--- src/rtl/core/klt_pkg.sv ---
// Shared types, constants and keyword tables for the keyword lexer.
`default_nettype none
package klt_pkg;

  // Offset counter width and token length limit.
  localparam int OFFSET_BITS   = 16;
  localparam int MAX_TOKEN_LEN = 255;
  localparam int LEN_BITS      = $clog2(MAX_TOKEN_LEN + 1);

  // Token queue between scanner and output side.
  localparam int Q_DEPTH     = 4;
  localparam int Q_PTR_BITS  = $clog2(Q_DEPTH);
  localparam int Q_CNT_BITS  = $clog2(Q_DEPTH + 1);

  // Token kinds.
  localparam logic [2:0] KIND_KEYWORD = 3'd0;
  localparam logic [2:0] KIND_IDENT   = 3'd1;
  localparam logic [2:0] KIND_INT     = 3'd2;
  localparam logic [2:0] KIND_FLOAT   = 3'd3;
  localparam logic [2:0] KIND_OP      = 3'd4;
  localparam logic [2:0] KIND_PUNCT   = 3'd5;
  localparam logic [2:0] KIND_UNKNOWN = 3'd6;

  // Characters with special meaning.
  localparam logic [7:0] CH_DOT    = 8'h2E;
  localparam logic [7:0] CH_PLUS   = 8'h2B;
  localparam logic [7:0] CH_MINUS  = 8'h2D;
  localparam logic [7:0] CH_STAR   = 8'h2A;
  localparam logic [7:0] CH_SLASH  = 8'h2F;
  localparam logic [7:0] CH_LPAREN = 8'h28;
  localparam logic [7:0] CH_RPAREN = 8'h29;
  localparam logic [7:0] CH_LBRACE = 8'h7B;
  localparam logic [7:0] CH_RBRACE = 8'h7D;
  localparam logic [7:0] CH_SEMI   = 8'h3B;
  localparam logic [7:0] CH_SPACE  = 8'h20;
  localparam logic [7:0] CH_TAB    = 8'h09;
  localparam logic [7:0] CH_LF     = 8'h0A;
  localparam logic [7:0] CH_CR     = 8'h0D;

  // Keywords: int, float, if, else, while, return (index order).
  localparam int KW_COUNT = 6;
  localparam int KW_LEN [0:5] = '{3, 5, 2, 4, 5, 6};
  localparam logic [7:0] KW_TEXT [0:5][0:7] = '{
    '{"i", "n", "t", 8'd0, 8'd0, 8'd0, 8'd0, 8'd0},
    '{"f", "l", "o", "a", "t", 8'd0, 8'd0, 8'd0},
    '{"i", "f", 8'd0, 8'd0, 8'd0, 8'd0, 8'd0, 8'd0},
    '{"e", "l", "s", "e", 8'd0, 8'd0, 8'd0, 8'd0},
    '{"w", "h", "i", "l", "e", 8'd0, 8'd0, 8'd0},
    '{"r", "e", "t", "u", "r", "n", 8'd0, 8'd0}
  };

  typedef struct packed {
    logic [2:0]  kind;
    logic [15:0] start;
    logic [7:0]  len;
    logic [2:0]  kwi;
    logic [7:0]  ch;
    logic        clip;
    logic        last;
  } token_t;

  // Up to two tokens per accepted byte, in order.
  typedef struct packed {
    logic [1:0] cnt;
    token_t     slot0;
    token_t     slot1;
  } push_t;

  // Keep keywords whose character at pos matches c.
  function automatic logic [5:0] kw_narrow(logic [5:0] cand, logic [LEN_BITS-1:0] pos,
                                           logic [7:0] c);
    logic [31:0] p;
    logic [5:0]  res;
    p   = 32'(pos);
    res = '0;
    for (int i = 0; i < KW_COUNT; i++) begin
      if (cand[i] && (p < 32'(KW_LEN[i])) && (KW_TEXT[i][p[2:0]] == c)) res[i] = 1'b1;
    end
    return res;
  endfunction

  function automatic logic [15:0] off16(logic [OFFSET_BITS-1:0] off);
    logic [31:0] w;
    w = 32'(off);
    return w[15:0];
  endfunction

endpackage
`default_nettype wire

--- src/rtl/core/klt_scan.sv ---
// Front end: byte classification, token state and token record assembly.
`default_nettype none
module klt_scan (
  input  wire logic          clk,
  input  wire logic          rst,
  input  wire logic          fire,
  input  wire logic [7:0]    text_byte,
  input  wire logic          end_of_text,
  output klt_pkg::push_t     push
);
  import klt_pkg::*;

  localparam logic [1:0] MODE_IDLE = 2'd0;
  localparam logic [1:0] MODE_WORD = 2'd1;
  localparam logic [1:0] MODE_NUM  = 2'd2;

  logic [1:0]             mode, mode_next;
  logic                   seen_dot, seen_dot_next;
  logic [OFFSET_BITS-1:0] byte_offset, byte_offset_next;
  logic [OFFSET_BITS-1:0] token_start, token_start_next;
  logic [LEN_BITS-1:0]    run_length, run_length_next;
  logic [5:0]             keyword_candidates, keyword_candidates_next;
  logic                   length_overflowed, length_overflowed_next;

  logic   is_alpha, is_digit, is_space, is_op, is_punct;
  logic   ext_ok, flush1, sym, flush2;
  token_t rec_a, rec_b, sym_rec;

  // Word or number token from a given scanner state.
  function automatic token_t flush_rec(logic [1:0] md, logic dot, logic [5:0] cand,
                                       logic [LEN_BITS-1:0] len, logic ovf,
                                       logic [OFFSET_BITS-1:0] start);
    token_t      r;
    logic [31:0] lv;
    lv      = 32'(len);
    r       = '0;
    r.start = off16(start);
    r.len   = lv[7:0];
    r.clip  = ovf;
    if (md == MODE_WORD) begin
      r.kind = KIND_IDENT;
      if (!ovf) begin
        for (int i = 0; i < KW_COUNT; i++) begin
          if (cand[i] && (lv == 32'(KW_LEN[i]))) begin
            r.kind = KIND_KEYWORD;
            r.kwi  = 3'(i);
          end
        end
      end
    end else begin
      r.kind = dot ? KIND_FLOAT : KIND_INT;
    end
    return r;
  endfunction

  always_comb begin
    is_alpha = ((text_byte >= "a") && (text_byte <= "z")) ||
               ((text_byte >= "A") && (text_byte <= "Z"));
    is_digit = (text_byte >= "0") && (text_byte <= "9");
    is_space = (text_byte == CH_SPACE) || (text_byte == CH_TAB) ||
               (text_byte == CH_LF) || (text_byte == CH_CR);
    is_op    = (text_byte == CH_PLUS) || (text_byte == CH_MINUS) ||
               (text_byte == CH_STAR) || (text_byte == CH_SLASH);
    is_punct = (text_byte == CH_LPAREN) || (text_byte == CH_RPAREN) ||
               (text_byte == CH_LBRACE) || (text_byte == CH_RBRACE) ||
               (text_byte == CH_SEMI);

    ext_ok = ((mode == MODE_WORD) && (is_alpha || is_digit)) ||
             ((mode == MODE_NUM) && (is_digit || ((text_byte == CH_DOT) && !seen_dot)));
    flush1 = (mode != MODE_IDLE) && !ext_ok;
    rec_a  = flush_rec(mode, seen_dot, keyword_candidates, run_length,
                       length_overflowed, token_start);

    mode_next               = mode;
    seen_dot_next           = seen_dot;
    token_start_next        = token_start;
    run_length_next         = run_length;
    keyword_candidates_next = keyword_candidates;
    length_overflowed_next  = length_overflowed;
    sym                     = 1'b0;

    if (ext_ok) begin
      if (mode == MODE_WORD) begin
        keyword_candidates_next = length_overflowed ? 6'd0 :
                                  kw_narrow(keyword_candidates, run_length, text_byte);
      end
      if (mode == MODE_NUM && text_byte == CH_DOT) seen_dot_next = 1'b1;
      if (run_length < LEN_BITS'(MAX_TOKEN_LEN)) begin
        run_length_next = run_length + LEN_BITS'(1);
      end else begin
        length_overflowed_next = 1'b1;
      end
    end else begin
      mode_next = MODE_IDLE;
      if (is_alpha || is_digit) begin
        mode_next               = is_alpha ? MODE_WORD : MODE_NUM;
        token_start_next        = byte_offset;
        run_length_next         = LEN_BITS'(1);
        length_overflowed_next  = 1'b0;
        seen_dot_next           = 1'b0;
        keyword_candidates_next = is_alpha ? kw_narrow(6'h3F, '0, text_byte) : 6'd0;
      end else if (!is_space) begin
        sym = 1'b1;
      end
    end

    sym_rec       = '0;
    sym_rec.kind  = is_op ? KIND_OP : (is_punct ? KIND_PUNCT : KIND_UNKNOWN);
    sym_rec.start = off16(byte_offset);
    sym_rec.len   = 8'd1;
    sym_rec.ch    = text_byte;

    // End of text flushes whatever token is open after this byte.
    flush2 = end_of_text && (mode_next != MODE_IDLE);
    rec_b  = sym ? sym_rec :
             flush_rec(mode_next, seen_dot_next, keyword_candidates_next, run_length_next,
                       length_overflowed_next, token_start_next);
    rec_b.last = 1'b1;

    push.cnt   = fire ? (2'(flush1) + 2'(sym || flush2)) : 2'd0;
    push.slot0 = flush1 ? rec_a : rec_b;
    push.slot0.last = !(flush1 && (sym || flush2));
    push.slot1 = rec_b;

    if (end_of_text) begin
      mode_next        = MODE_IDLE;
      byte_offset_next = '0;
    end else begin
      byte_offset_next = byte_offset + OFFSET_BITS'(1);
    end
  end

  always_ff @(posedge clk) begin
    if (rst) begin
      mode               <= MODE_IDLE;
      seen_dot           <= 1'b0;
      byte_offset        <= '0;
      token_start        <= '0;
      run_length         <= '0;
      keyword_candidates <= '0;
      length_overflowed  <= 1'b0;
    end else if (fire) begin
      mode               <= mode_next;
      seen_dot           <= seen_dot_next;
      byte_offset        <= byte_offset_next;
      token_start        <= token_start_next;
      run_length         <= run_length_next;
      keyword_candidates <= keyword_candidates_next;
      length_overflowed  <= length_overflowed_next;
    end
  end

endmodule
`default_nettype wire

--- src/rtl/core/klt_queue.sv ---
// Back end: token queue with two-entry push and one-entry pop to the output.
`default_nettype none
module klt_queue (
  input  wire logic           clk,
  input  wire logic           rst,
  input  wire klt_pkg::push_t push,
  output logic                room,
  output logic                out_valid,
  input  wire logic           out_ready,
  output klt_pkg::token_t     head
);
  import klt_pkg::*;

  token_t                entries [0:Q_DEPTH-1];
  logic [Q_PTR_BITS-1:0] wr_ptr, rd_ptr;
  logic [Q_CNT_BITS-1:0] count;
  logic                  pop;
  logic [Q_PTR_BITS-1:0] wr_ptr1;

  assign room      = count <= Q_CNT_BITS'(Q_DEPTH - 2);
  assign out_valid = count != '0;
  assign head      = entries[rd_ptr];
  assign pop       = out_valid && out_ready;
  assign wr_ptr1   = wr_ptr + Q_PTR_BITS'(1);

  always_ff @(posedge clk) begin
    if (rst) begin
      wr_ptr <= '0;
      rd_ptr <= '0;
      count  <= '0;
    end else begin
      wr_ptr <= wr_ptr + Q_PTR_BITS'(push.cnt);
      if (pop) rd_ptr <= rd_ptr + Q_PTR_BITS'(1);
      count  <= count + Q_CNT_BITS'(push.cnt) - Q_CNT_BITS'(pop);
    end
  end

  always_ff @(posedge clk) begin
    for (int i = 0; i < Q_DEPTH; i++) begin
      if (push.cnt != 2'd0 && Q_PTR_BITS'(i) == wr_ptr) begin
        entries[i] <= push.slot0;
      end else if (push.cnt == 2'd2 && Q_PTR_BITS'(i) == wr_ptr1) begin
        entries[i] <= push.slot1;
      end
    end
  end

endmodule
`default_nettype wire

--- src/rtl/core/keyword_lexer_tokenizer.sv ---
// Top level of the streaming keyword lexer: scanner front end and token queue.
`default_nettype none
// Streaming lexer: one text byte per transfer in, one token per transfer out.
// Bytes are taken at one per cycle; each byte yields zero, one or two tokens
// (a pending word or number, then a symbol or the end-of-text flush). The
// scanner classifies the byte and updates its token state in the same cycle
// it is accepted, pushing finished tokens into a 4-entry queue whose head
// drives the output ports. in_ready drops only when the queue has fewer than
// two free entries. A byte that yields two tokens always leaves the scanner
// idle, so with the output always ready the queue never holds more than two
// tokens and input runs at one byte per cycle; input stalls only while the
// output side stalls.
// A byte's tokens are registered in the queue and shown once at its head.
// Offsets wrap at 2^16; offset returns to 0 after a byte marked end_of_text.
// Token lengths saturate at 255 with length_clipped set; a clipped word is
// never reported as a keyword. Keyword index: int, float, if, else, while,
// return. No configuration registers; no memory clearing after reset.
module keyword_lexer_tokenizer (
  input  wire logic        clk,
  input  wire logic        rst,
  input  wire logic        in_valid,
  output logic             in_ready,
  input  wire logic [7:0]  text_byte,
  input  wire logic        end_of_text,
  output logic             out_valid,
  input  wire logic        out_ready,
  output logic [2:0]       token_kind,
  output logic [15:0]      start_offset,
  output logic [7:0]       token_length,
  output logic [2:0]       keyword_index,
  output logic [7:0]       char_code,
  output logic             length_clipped,
  output logic             last_of_run
);
  import klt_pkg::*;

  logic   in_fire;
  logic   room;
  push_t  push;
  token_t head;

  // Input transfer whenever the queue can take the worst case of two tokens.
  assign in_ready = room;
  assign in_fire  = in_valid && in_ready;

  klt_scan u_scan (
    .clk         (clk),
    .rst         (rst),
    .fire        (in_fire),
    .text_byte   (text_byte),
    .end_of_text (end_of_text),
    .push        (push)
  );

  klt_queue u_queue (
    .clk       (clk),
    .rst       (rst),
    .push      (push),
    .room      (room),
    .out_valid (out_valid),
    .out_ready (out_ready),
    .head      (head)
  );

  // Output fields come straight from the queue head register.
  assign token_kind     = head.kind;
  assign start_offset   = head.start;
  assign token_length   = head.len;
  assign keyword_index  = head.kwi;
  assign char_code      = head.ch;
  assign length_clipped = head.clip;
  assign last_of_run    = head.last;

endmodule
`default_nettype wire
--- config.mk ---
export PLATFORM = sky130hd
export DESIGN_NAME = keyword_lexer_tokenizer
export DESIGN_NICKNAME = d
export VERILOG_FILES = /design/src/rtl/core/klt_pkg.sv /design/src/rtl/core/klt_scan.sv /design/src/rtl/core/klt_queue.sv /design/src/rtl/core/keyword_lexer_tokenizer.sv
export SDC_FILE = /design/constraint.sdc
export NUM_CORES = 1
export LEC_CHECK = 0
export ABC_CLOCK_PERIOD_IN_PS = 10780
export CAP_MARGIN = 30
export CORE_MARGIN = 1
export CORE_UTILIZATION = 40
export DETAILED_ROUTE_END_ITERATION = 8
export DONT_BUFFER_PORTS = 1
export HOLD_SLACK_MARGIN = 0.02
export PLACE_DENSITY = 0.55
export SLEW_MARGIN = 20
export SYNTH_ARGS = -nofsm -noshare
export SYNTH_HDL_FRONTEND = slang
export SYNTH_SLANG_ARGS = --single-unit
--- constraint.sdc ---
create_clock -name clk -period 10.78 [get_ports clk]
set_input_delay 3.234 -clock clk [delete_from_list [all_inputs] [get_ports clk]]
set_output_delay 3.234 -clock clk [all_outputs]
set_load 0.05 [all_outputs]
== Word-level counts from Yosys, hierarchy flattened ==
Memory sizes are Yosys's and may differ from the RTL's. A register that Yosys moved wholly into a read port is not among the register bits.
Cells that the tools add are included.

* Bits in registers: 57
* RAM bits: 160
* ROM bits: 384
* Bits of input ports: 13
* Output and inout bits: 42
* Memories kept: 7

* Add/subtract/negate cells: 8
* $lt $le $gt $ge: 14
* Equal/unequal tests: 45
* Mux-type cells: 116
* Bitwise operators: 5
* Reductions and logical operators: 70

{| class="wikitable"
|+ Memories
! name !! words !! width !! read ports !! clocked after Yosys merged registers in !! write ports !! line !! RTL
|-
| u_queue.entries || 4 || 40 || 1 || 1 || 2 || klt_queue.sv:14 || <nowiki>token_t entries [0:Q_DEPTH-1];</nowiki>
|-
| (name not given) || 8 || 8 || 1 || 0 || 0 || klt_pkg.sv:77 || <nowiki>if (cand[i] && (p < 32'(KW_LEN[i])) && (KW_TEXT[i][p[2:0]] == c)) res[i] = 1'b1;</nowiki>
|-
| (name not given) || 8 || 8 || 1 || 0 || 0 || klt_pkg.sv:77 ||
|-
| (name not given) || 8 || 8 || 1 || 0 || 0 || klt_pkg.sv:77 ||
|-
| (name not given) || 8 || 8 || 1 || 0 || 0 || klt_pkg.sv:77 ||
|-
| (name not given) || 8 || 8 || 1 || 0 || 0 || klt_pkg.sv:77 ||
|-
| 1 more memories || - || - || - || - || - || - ||
|}

{| class="wikitable"
|+ Operators by type and width
! cell !! count
|-
| 40-bit two-way mux || 8
|-
| 8-bit two-way mux || 15
|-
| 40-bit OR reduction || 2
|-
| 8-bit by 6-bit == test with 1-bit output, second input constant || 9
|-
| 1-bit two-way mux || 59
|-
| 8-bit by 3-bit == test with 1-bit output, second input constant || 6
|-
| 8-bit == test || 6
|-
| 16-bit two-way mux || 3
|-
| 1-bit logical AND || 44
|-
| 7-bit by 8-bit == test with 1-bit output, first input constant || 5
|-
| 3-bit two-way mux || 12
|-
| 8-bit by 2-bit == test with 1-bit output, second input constant || 4
|-
| 6-bit two-way mux || 5
|-
| 2-bit two-way mux || 14
|-
| 8-bit by 4-bit == test with 1-bit output, second input constant || 3
|-
| 8-bit by 3-bit less-than comparator with 1-bit output, second input constant || 3
|-
| 16-bit by 1-bit adder with 16-bit output, second input constant || 1
|-
| 8-bit by 7-bit == test with 1-bit output, second input constant || 2
|-
| 8-bit by 7-bit greater-or-equal comparator with 1-bit output, second input constant || 2
|-
| 8-bit by 7-bit less-or-equal comparator with 1-bit output, second input constant || 2
|-
| 8-bit by 2-bit less-than comparator with 1-bit output, second input constant || 2
|-
| 1-bit logical OR || 15
|-
| 8-bit by 1-bit adder with 8-bit output, second input constant || 1
|-
| 2-bit == test, first input constant || 4
|-
| other kinds (19) || 31
|}

== Logic depth before layout (Yosys ltp) ==
Gate-level depths: netlist (run 1).

* Depth in word-level cells: 23
* Mapped depth: 20
* Mapped depth without buffers: 16

== By module ==
A second synthesis (run 1) with hierarchy kept.

* Cell total of the unflattened synthesis: 1080
* Area total of the unflattened synthesis: 12639.6 µm²

{| class="wikitable"
|+ By module, submodules not included
! module !! instances !! cells an instance !! area an instance (µm²) !! seq. area each (µm²)
|-
| klt_queue || 1 || 440 || 8214.1 || 4984.8
|-
| klt_scan || 1 || 639 || 4419.2 || 1001.0
|-
| keyword_lexer_tokenizer || 1 || 1 || 6.3 || 0.0
|}

== Least setup slack after synthesis (run 1) ==
No wires, ideal clock.

* Kind: input to register
* From: input port text_byte[5]
* To: memory u_queue.entries[3][0] (netlist bit), enable pin
* Setup time: 0.495 ns
* Arrival: 8.819 ns
* Setup slack: 1.465 ns
* Cell stages on the path: 12
* Path buffers: 4
* Path through: buf_4 > or3b_1 > or4_4 > o211a_4 > buf_2 > o41ai_2 > clkbuf_1 > nand2_1 > ha_1 > clkbuf_1 > mux2i_1 > nor3b_1

{| class="wikitable"
|+ RTL lines
! element !! line !! RTL
|-
| start: declaration || keyword_lexer_tokenizer.sv:23 || <nowiki>input wire logic [7:0] text_byte,</nowiki>
|-
| end: declaration || klt_queue.sv:14 ||
|}

==> reports/qor.txt, run 1 <==
Cell variety after synth: 85
Placed Area: 12,090 µm²
Max FO, Critical Path: 20
final hold violation count: 0
post-CTS sizing: 0
antenna violations before repair: 0
Port Buffers: 0
unrepaired setup endpoints after global routing: no
clock sinks: 219
Worst Path Buf+Inv: 3
Initial DRT Pass Iterations: 5
Longest Clk Path Bufs: 3
final instance area: 12,920 µm²
DP Wirelength: 20.94 mm
hold depth: 1
core area: 28,780 µm²
CP Launch Type: primary input
Clock Latency Late Sink: 530 ps
DRC: 0
pin count of the biggest net entering global routing: 46
worst r2r path cells: 13
Wirelength per Cell: 22.33 µm
max cap viols: 0
vias: 8,192
num rows: 62
die width: 173.2 µm
Pleak: 4.298 nW
Tcrit/Tclk final: 67.78%
PwrDens: 202.6 nW/µm²
# nets final: 1,032
cells along the critical path: or2_1 > nor4_4 > o21ai_0 > o21a_1 > inv_2 > ha_1 > nand2_1 > nor3_1 > nor2_1 > buf_4 > nor2_2 > buf_6 > mux2_2
die area: 30,010 µm²
CTS Root Buffer Type: clkbuf_16
EDFF count, synth: 159
First DRT Iteration DRCs: 746
Crit-path slowest cell: nor3_1
Clock transition at path regs: 60 ps
WP data required: 11,050 ps
ANT cells: 0
crit path capture type: flop
Critical Path Stages: 13
routability congestion estimate: 0.9058
TritonCTS buffer count: 24
GRT Overall Usage: 21.37%
CTS tree: yes
CP top delay family: simple AND/OR/NAND/NOR gates
Filler Cell Count: 2,634
Post-Syn Area: 11,730 µm²
Max VDD drop: 108.8 µV
Synth Instances: 1,038
IO Pins: 55
ys async rst share: 0%
yosys warns: 0
critical path class: in -> reg
Final Slew Violations: 0
clock skew: 8.927 ps
ratio of cells with drive above 1 in the final layout: 19.67%
Syn Area/Cell: 11.30 µm²
TNS Setup: 0 ps
effective utilization at floorplan: 40.75%
Worst-Margin Slew: 966.6 ps
#FFs+latches synth: 219
drt via density: 5.826
Final setup viols: 0
CP max stage delay: 680 ps
first-pass GRT wire length: 49.93 mm
area delta synth->final: 10.18%
grt total ovfl: 0
post-layout minimum cycle time: 7306 ps
register area: 5978 µm²
CP Data Arrival Time: 7580 ps
Die Ht: 173.2 µm
Final ANT Viol Nets: 0
status: finished clean
Routed Wire Length: 31.39 mm
Post-CTS Setup Bufs: 0
CTS Hold Bufs: 0
H-tree Lvls: 1
Seq/Total Area, Yosys: 50.95%
Most used DFF post-synth: edfxtp_1
vias in the first global route: 8,144
Slew Limit Headroom: 35.49%
syn_nets: 1,065
Max Freq: 136.9 MHz
multi-input logic area: 5384 µm²
worst hold path class: reg -> reg
==> path summary, 6_finish.rpt <==
check	startpoint	endpoint	slack [ps]
setup reg to reg	u_scan.seen_dot	u_queue.entries[3][25]	5850
hold / removal	u_queue.entries[2][0]	u_queue.entries[2][0]	480
setup / recovery	text_byte[1]	u_queue.entries[3][25]	3470
hold reg to reg	u_queue.entries[2][0]	u_queue.entries[2][0]	480
==> sequential cells by signal, summed over array words and instances, names as in the netlist, 2 cells and up, named ones only <==
signal	flops
u_queue.entries	160
u_queue.wr_ptr	2
u_queue.count	3
u_scan.keyword_candidates	6
u_queue.rd_ptr	2
u_scan.mode	2
u_scan.token_start	16
u_scan.run_length	8
u_scan.byte_offset	16
==> Yosys cell counts, types with 19 or more instances <==
library cell    n  area [µm²]
nor3_1         35       175.2
and2_1         26       162.7
nand2_1        97       364.1
dfxtp_1        60        1201
edfxtp_1      159        4775
mux4_2         40       900.9
clkbuf_1       61       229.0
a21oi_1        49       245.2
o21ai_0        39       195.2
nor2_1         82       307.8
a211oi_1       19       142.6
mux2_2         60       675.7
==> metal layers <==
| metal | vias to the layer above | GRT usage [%] | share of wire (%) |
|---|---|---|---|
| li1 | 3850 | - | - |
| met5 | - | 0 | 0 |
| met3 | 33 | 2.851 | 5.7 |
| met2 | 244 | 31.97 | 43 |
| met4 | 0 | 4.019 | 1.3 |
| met1 | 4065 | 33.09 | 50 |
==> stage by stage <==
step / std cells / worst slack (ps) / hold slack, ps / power (mW) / utilization, %
2_1_floorplan: 1038 / 1465 / 431.0 / 1.668 / -
3_5_place_dp: 1361 / 2825 / 465.6 / 1.816 / 42.02
4_1_cts: 1404 / 3357 / 479.8 / 2.645 / 44.82
5_1_grt: 1406 / 3237 / 499.2 / 2.721 / 44.90
6_report: 1406 / 3474 / 476.5 / 2.618 / 44.90
3_3_place_gp: 1358 / 3013 / 461.1 / 1.808 / 41.89
==> power by group <==
group	internal [mW]	leakage [nW]	total, mW	switching, mW
Clock	0.492	0.392	0.828	0.337
Sequential	0.979	2.00	1.01	0.0351
Combinational	0.216	1.90	0.776	0.560
Total	1.69	4.30	2.62	0.932
==> cells in the final DEF, fill, tap and decap left out, drive strengths merged, types with 30 or more instances in the layout <==
cell type and count:
edfxtp 159, nand2 97, nor2 88, mux2 60
dfxtp 60, a21oi 50, o21ai 45, mux4 40
nor3 35, clkbuf 30
==> cells by family after synthesis <==
kind of cell	Yosys count	share of synthesized area (%)
buffers and inverters	101	3.382
adder cells (fa/ha/maj)	14	1.558
multiplexers	108	14.12
AO/OA/AOI/OAI	222	13.06
AND/OR/NAND/NOR	344	14.69
flip-flops	219	50.95
XOR/XNOR	30	2.240
==> cell type report <==
class | count | share of cell area, %
tap | 384 | 3.718
timing repair buffer | 25 | 1.627
multi-input combinational | 718 | 41.66
sequential | 219 | 46.26
inverter | 17 | 0.4938
clock inverter | 13 | 1.017
clock buffer | 30 | 5.219
(Power assumes the default switching activity.)
==> run 2: changes to the inputs <==
ABC_CLOCK_PERIOD_IN_PS = 6800   (was 10780)
clock period = 6.8 ns   (was 10.78 ns; I/O delays follow)
==> run 2 against run 1 <==
  * Wire length up 0.98%
  * Clock-buffer cell count up 1
  * Total power up 59%
  * Global-route usage down 0.31 points
  * Highest routed layer unchanged
==> reports/qor.txt, run 2 (synthesis gave the netlist of run 1 again) <==
reg2reg end: u_queue.entries[2][37]
die area: 30,010 µm² (unchanged)
First DRT Iteration DRCs: 878 (+18%)
Max FO, Critical Path: 19 (-5.0%)
Longest Clk Path Bufs: 3 (unchanged)
Max Freq: 185.1 MHz
H-tree Lvls: 1 (unchanged)
Final ANT Viol Nets: 0 (unchanged)
DRC: 0 (unchanged)
final worst slack: 1396 ps (-2077 ps)
Biggest register: u_queue.entries
final hold violation count: 0 (unchanged)
IO Pins: 55 (unchanged)
clock skew: 9.684 ps (+0.7571 ps)
first-pass GRT wire length: 48.95 mm (-2.0%)
antenna violations before repair: 0 (unchanged)
PwrDens: 321.2 nW/µm² (+59%)
Clock transition at path regs: 70 ps (about the same)
CP Launch Type: primary input
Reg2Reg Setup Slack: 2410 ps (-3440 ps)
WP data required: 7180 ps (-3870 ps)
vias: 8,283 (+1.1%)
GRT Overall Usage: 21.07% (-0.31 points)
grt total ovfl: 0 (unchanged)
max cap viols: 0 (unchanged)
CP Data Arrival Time: 5790 ps (-1790 ps)
CTS Hold Bufs: 0 (unchanged)
final cell count without fillers: 1,411 (+0.36%)
Wirelength per Cell: 22.46 µm (+0.63%)
clock sinks: 219 (unchanged)
area delta synth->final: 10.68%
TritonCTS buffer count: 24 (unchanged)
Routed Wire Length: 31.70 mm (+0.98%)
worst r2r path cells: 12 (-1)
Hold Path Sink: u_queue.entries[2][0]
Pleak: 4.331 nW (+0.75%)
Die Ht: 173.2 µm (unchanged)
status: finished clean
drt via density: 5.870 (+0.75%)
die width: 173.2 µm (unchanged)
leading cell type in the layout, fill and taps excluded: edfxtp_1
Post-Place Setup Slack: 955.2 ps (-1870 ps)
ANT cells: 0 (unchanged)
ratio of cells with drive above 1 in the final layout: 19.86% (+0.20 points)
TNS Setup: 0 ps (unchanged)
Max VDD drop: 183.4 µV (+68%)
Initial DRT Pass Iterations: 5 (unchanged)
most frequent cells in the layout: 159 x edfxtp_1, 96 x nand2_1, 82 x nor2_1
post-layout minimum cycle time: 5404 ps
unrepaired setup endpoints after global routing: no
post-CTS sizing: 0 (unchanged)
effective utilization at floorplan: 40.75% (unchanged)
routability congestion estimate: 0.8674 (-4.2%)
Final setup viols: 0 (unchanged)
Tcrit/Tclk final: 79.47%
CTS tree: yes
Post-CTS Setup Bufs: 0 (unchanged)
Filler Cell Count: 2,628 (-0.23%)
DP Wirelength: 20.45 mm (-2.3%)
Final Slew Violations: 0 (unchanged)
# nets final: 1,036 (+0.39%)
core area: 28,780 µm² (unchanged)
num rows: 62 (unchanged)
worst hold path class: reg -> reg
critical path class: in -> reg
Worst-Margin Slew: 980.5 ps (+13.92 ps)
crit path capture type: flop
hold path startpoint: u_queue.entries[2][0]
Setup crit start: text_byte[1]
Worst R2R Start: u_scan.run_length[0]
pin count of the biggest net entering global routing: 46 (unchanged)
placed cells: 1,366 (+0.37%)
hold depth: 1 (unchanged)
Clock Latency Late Sink: 520 ps (about the same)
vias in the first global route: 8,041 (-1.3%)
Port Buffers: 0 (unchanged)
Slew Limit Headroom: 34.56% (-0.93 points)
biggest registers after layout: u_queue.entries x160, u_scan.byte_offset x16, u_scan.token_start x16
CTS Root Buffer Type: clkbuf_16
max FFs per register: 160 (unchanged)
run 2: stage by stage:
stage / hold slack, ps / cell area [µm²] / total power [mW] / utilization (%)
after floorplan: 431.0 / 11740 / 2.643 / -
after global placement: 476.0 / 12140 / 2.863 / 42.17
after detailed placement: 463.8 / 12160 / 2.881 / 42.26
after CTS: 483.0 / 12970 / 4.205 / 45.05
after global routing: 507.6 / 12980 / 4.324 / 45.10
final: 483.8 / 12980 / 4.170 / 45.10
run 2: final cells by class:
cell class              count  area [µm²]  share of cell area (%)
clock buffers              31       646.9                   4.983
clock inverters            13       156.4                   1.205
well taps                 384       480.5                   3.701
inverters                  17       63.81                  0.4916
flip-flops and latches    219        5978                   46.05
repair buffers             29       262.8                   2.024
multi-input cells         718        5393                   41.54
run 2: how the worst max path moves through the flow:
stage / to / slack, ps / cells past startpoint
after floorplan: u_queue.entries[3][0] / 60 / 12
after global placement: u_queue.entries[0][22] / 1110 / 14
after detailed placement: u_queue.entries[2][23] / 960 / 12
after CTS: u_queue.entries[2][28] / 1480 / 12
after global routing: u_queue.entries[2][28] / 1030 / 12
final: u_queue.entries[2][28] / 1400 / 12
run 2: critical path, stage by stage:
cell	delay (ps)
or2_1	270
nor4_4	400
o21ai_0	320
o21a_1	270
inv_2	190
ha_1	330
nand2_1	270
nor4b_2	280
buf_4	210
nor2_1	160
nor2_2	780
a22o_1	250
run 2: power by group:
part	internal, mW	total (mW)	switching [mW]
registers	1.55	1.62	0.0726
clock network	0.788	1.33	0.539
logic	0.357	1.22	0.861
run 2: routing by layer:
metal | global-route usage [%] | routed length [µm] | part of all wire (%) | up-vias
met1 | 31.34 | 15210 | 48 | 4098
met5 | 0 | 0 | 0 | -
met3 | 2.961 | 1804 | 5.7 | 38
met4 | 4.462 | 513 | 1.6 | 0
li1 | - | - | - | 3867
met2 | 32.64 | 14170 | 45 | 280
==> run 3: changes to the inputs <==
ABC_AREA = 1   (was default)
ABC_CLOCK_PERIOD_IN_PS = 4900   (was 6800)
PLACE_DENSITY = 0.57   (was 0.55)
clock period = 4.9 ns   (was 6.8 ns; I/O delays follow)
==> run 3 against run 2 <==
  * Wire length rose by 18%
  * First-iteration DRC count increased by 35%
  * Synthesized area rose by 5.1%
  * Die area increased by 5.0%
  * Highest routed layer unchanged
  * Synthesized cell count is 51% higher
  * Non-clock buffer count up 52
  * Register-to-register slack lost 1100 ps
  * Worst setup slack got worse by 560 ps
  * Clock-buffer cell count grew 3
  * Clock skew about the same
==> reports/qor.txt, run 3 <==
Post-CTS Setup Bufs: 0 (unchanged)
post-layout minimum cycle time: 4068 ps
ANT cells: 0 (unchanged)
status: finished clean
Max Freq: 245.8 MHz
count leader, synth: nand2_1
Clock Latency Late Sink: 530 ps (about the same)
TritonCTS buffer count: 25 (+4.2%)
combinational family with the most area after synthesis: simple AND/OR/NAND/NOR gates
Final Slew Violations: 0 (unchanged)
syn_nets: 1,591 (+49%)
TNS Setup: 0 ps (unchanged)
drt via density: 5.499 (-6.3%)
post-synthesis adder-cell area fraction: 1.482% (-0.075 points)
Worst-Margin Slew: 898.1 ps (-82.40 ps)
clock skew: 9.627 ps (-0.05723 ps)
yosys warns: 0 (unchanged)
Seq/Total Area, Yosys: 48.48% (-2.5 points)
DP Wirelength: 25.64 mm (+25%)
Placed Area: 13,160 µm² (+8.2%)
CP Launch Type: primary input
Wirelength per Cell: 18.82 µm (-16%)
met1 wire length: 17.79 mm (+17%)
H-tree Lvls: 1 (unchanged)
Compound-Gate Fraction of Synth Area: 18.36% (+5.3 points)
pin count of the biggest net entering global routing: 81 (+76%)
CTS Root Buffer Type: clkbuf_16
placed cells: 1,950 (+43%)
Tcrit/Tclk final: 83.01%
Post-Syn Area: 12,330 µm² (+5.1%)
Worst R2R Start: u_scan.run_length[1]
Syn Area/Cell: 7.881 µm² (-30%)
final instance area: 13,950 µm² (+7.5%)
die area: 31,520 µm² (+5.0%)
first-pass GRT wire length: 58.42 mm (+19%)
most frequent cells in the layout: 312 x nand2_1, 247 x o21ai_0, 200 x nor2_1
vias: 10,970 (+32%)
metal3 WL: 2.510 mm (+39%)
First DRT Iteration DRCs: 1,183 (+35%)
biggest registers after layout: u_queue.entries x160, u_scan.byte_offset x16, u_scan.token_start x16
max cap viols: 0 (unchanged)
area fraction of the dominant cell type after synthesis: 38.74% (-2.0 points)
post-CTS sizing: 0 (unchanged)
Final ANT Viol Nets: 0 (unchanged)
Final setup viols: 0 (unchanged)
Cell variety after synth: 42 (-51%)
die width: 177.5 µm (+2.5%)
Die Ht: 177.5 µm (+2.5%)
# nets final: 1,614 (+56%)
Max VDD drop: 291.9 µV (+59%)
final worst slack: 832.4 ps (-563.8 ps)
final cell count without fillers: 1,995 (+41%)
antenna violations before repair: 0 (unchanged)
EDFF count, synth: 159 (unchanged)
Synth Instances: 1,564 (+51%)
unrepaired setup endpoints after global routing: no
Synth Area in XOR/XNOR: 0.7816% (-1.5 points)
ratio of cells with drive above 1 in the final layout: 10.97% (-8.9 points)
Biggest register: u_queue.entries
#FFs+latches synth: 219 (unchanged)
GRT Overall Usage: 24.11% (+3.0 points)
num rows: 63 (+1.6%)
worst r2r path cells: 20 (+8)
CTS Hold Bufs: 0 (unchanged)
Longest Clk Path Bufs: 3 (unchanged)
hold path startpoint: u_queue.rd_ptr[1]
Max FO, Critical Path: 17 (-2)
final hold violation count: 0 (unchanged)
Pleak: 5.429 nW (+25%)
routability congestion estimate: 0.9035 (+4.2%)
Clock transition at path regs: 60 ps (about the same)
Setup crit start: text_byte[7]
PwrDens: 473.1 nW/µm² (+47%)
leading cell type in the layout, fill and taps excluded: nand2_1
IO Pins: 55 (unchanged)
grt total ovfl: 0 (unchanged)
worst hold path class: reg -> reg
Synth top cells by count: 313 x nand2_1, 250 x o21ai_0, 202 x nor2_1
Most used DFF post-synth: edfxtp_1
DRC: 0 (unchanged)
Routed Wire Length: 37.54 mm (+18%)
critical path class: in -> reg
Initial DRT Pass Iterations: 5 (unchanged)
hold depth: 2 (+1)
effective utilization at floorplan: 41.15% (+0.40 points)
post-synthesis mux area share: 0.1624% (-14 points)
CP Data Arrival Time: 4300 ps (-1490 ps)
Port Buffers: 0 (unchanged)
clock sinks: 219 (unchanged)
Slew Limit Headroom: 40.12% (+5.6 points)
CTS tree: yes
met2 WL post-DR: 16.49 mm (+16%)
leading area contributor after synthesis: edfxtp_1
area delta synth->final: 13.21%
hold_ws: 461.0 ps (-22.76 ps)
crit path capture type: flop
vias in the first global route: 10,330 (+28%)
Top Metal Used: met4
largest cells by area after synthesis: edfxtp_1 39%, o21ai_0 10%, dfxtp_1 9.7%
core area: 29,950 µm² (+4.1%)
Post-Place Setup Slack: 297.0 ps (-658.2 ps)
Simple-Gate Fraction of Synth Area: 22.52% (+7.8 points)
max FFs per register: 160 (unchanged)
ys async rst share: 0% (unchanged)
WP data required: 5130 ps (-2050 ps)
## run 3: changes by cell type in the layout (fill, tap and decap cells not counted), moves of 18 or more
cell,before,now
buf_4,25,76
inv_1,15,149
mux2_2,60,0
o21ai_0,39,247
a211oi_1,19,0
o22ai_1,18,56
o211ai_1,2,20
nand2_1,96,312
and2_1,26,0
nor2_1,82,200
nand3_1,18,58
mux4_2,40,0
a21oi_1,48,70
nor3_1,34,16
## run 3: final timing paths
path	end	slack (ps)
max	u_queue.entries[3][30]	830
min	flop	460
max reg2reg	u_queue.entries[2][37]	1330
min reg2reg	flop	460
## run 3: critical path: stages
cell     delay, ps
inv_2          140
nand2_4         90
nor2_4         190
nand4_4        160
nand3_4        160
inv_2           90
nand3_1        110
o21ai_0        130
ha_1           320
inv_1           40
nor2_1         190
nor2_1         130
buf_4          190
o21ai_4        650
buf_12         240
## run 3: cells by family after synthesis
logic type                 count (synthesis)
DFF                                      219
xor gates and xnor gates                  11
buffers and inverters                    253
and+or+nand+nor                          642
adders and majority gates                 14
muxes                                      2
AOI/OAI and AO/OA                        423
## run 3: layout make-up
cell class / count / area [µm²]
timing repair buffer: 81 / 670.6
inverter: 168 / 635.6
multi-input combinational: 1092 / 5384
clock buffer: 34 / 669.4
clock inverter: 11 / 128.9
tap: 390 / 488.0
sequential: 219 / 5977
fill: 2967 / 16000
## run 3: through the flow
step	util, %	total power [mW]
after floorplan	-	4.045
after global placement	43.92	4.783
after detailed placement	43.92	4.790
after CTS	46.58	6.632
after global routing	46.58	6.918
final	46.58	6.601
## run 3: report_power, final
part / total (mW) / internal, mW / switching [mW] / leakage, nW
Combinational: 2.38 / 0.640 / 1.74 / 3.11
Sequential: 2.37 / 2.23 / 0.142 / 1.93
Clock: 1.85 / 1.07 / 0.773 / 0.394
Total: 6.60 / 3.94 / 2.66 / 5.43
## run 3: metal layers
| metal | track usage, % | up-vias |
|---|---|---|
| li1 | - | 5347 |
| met1 | 35.38 | 5168 |
| met2 | 37.50 | 397 |
| met3 | 2.871 | 59 |
| met4 | 6.090 | 0 |
| met5 | 0 | - |
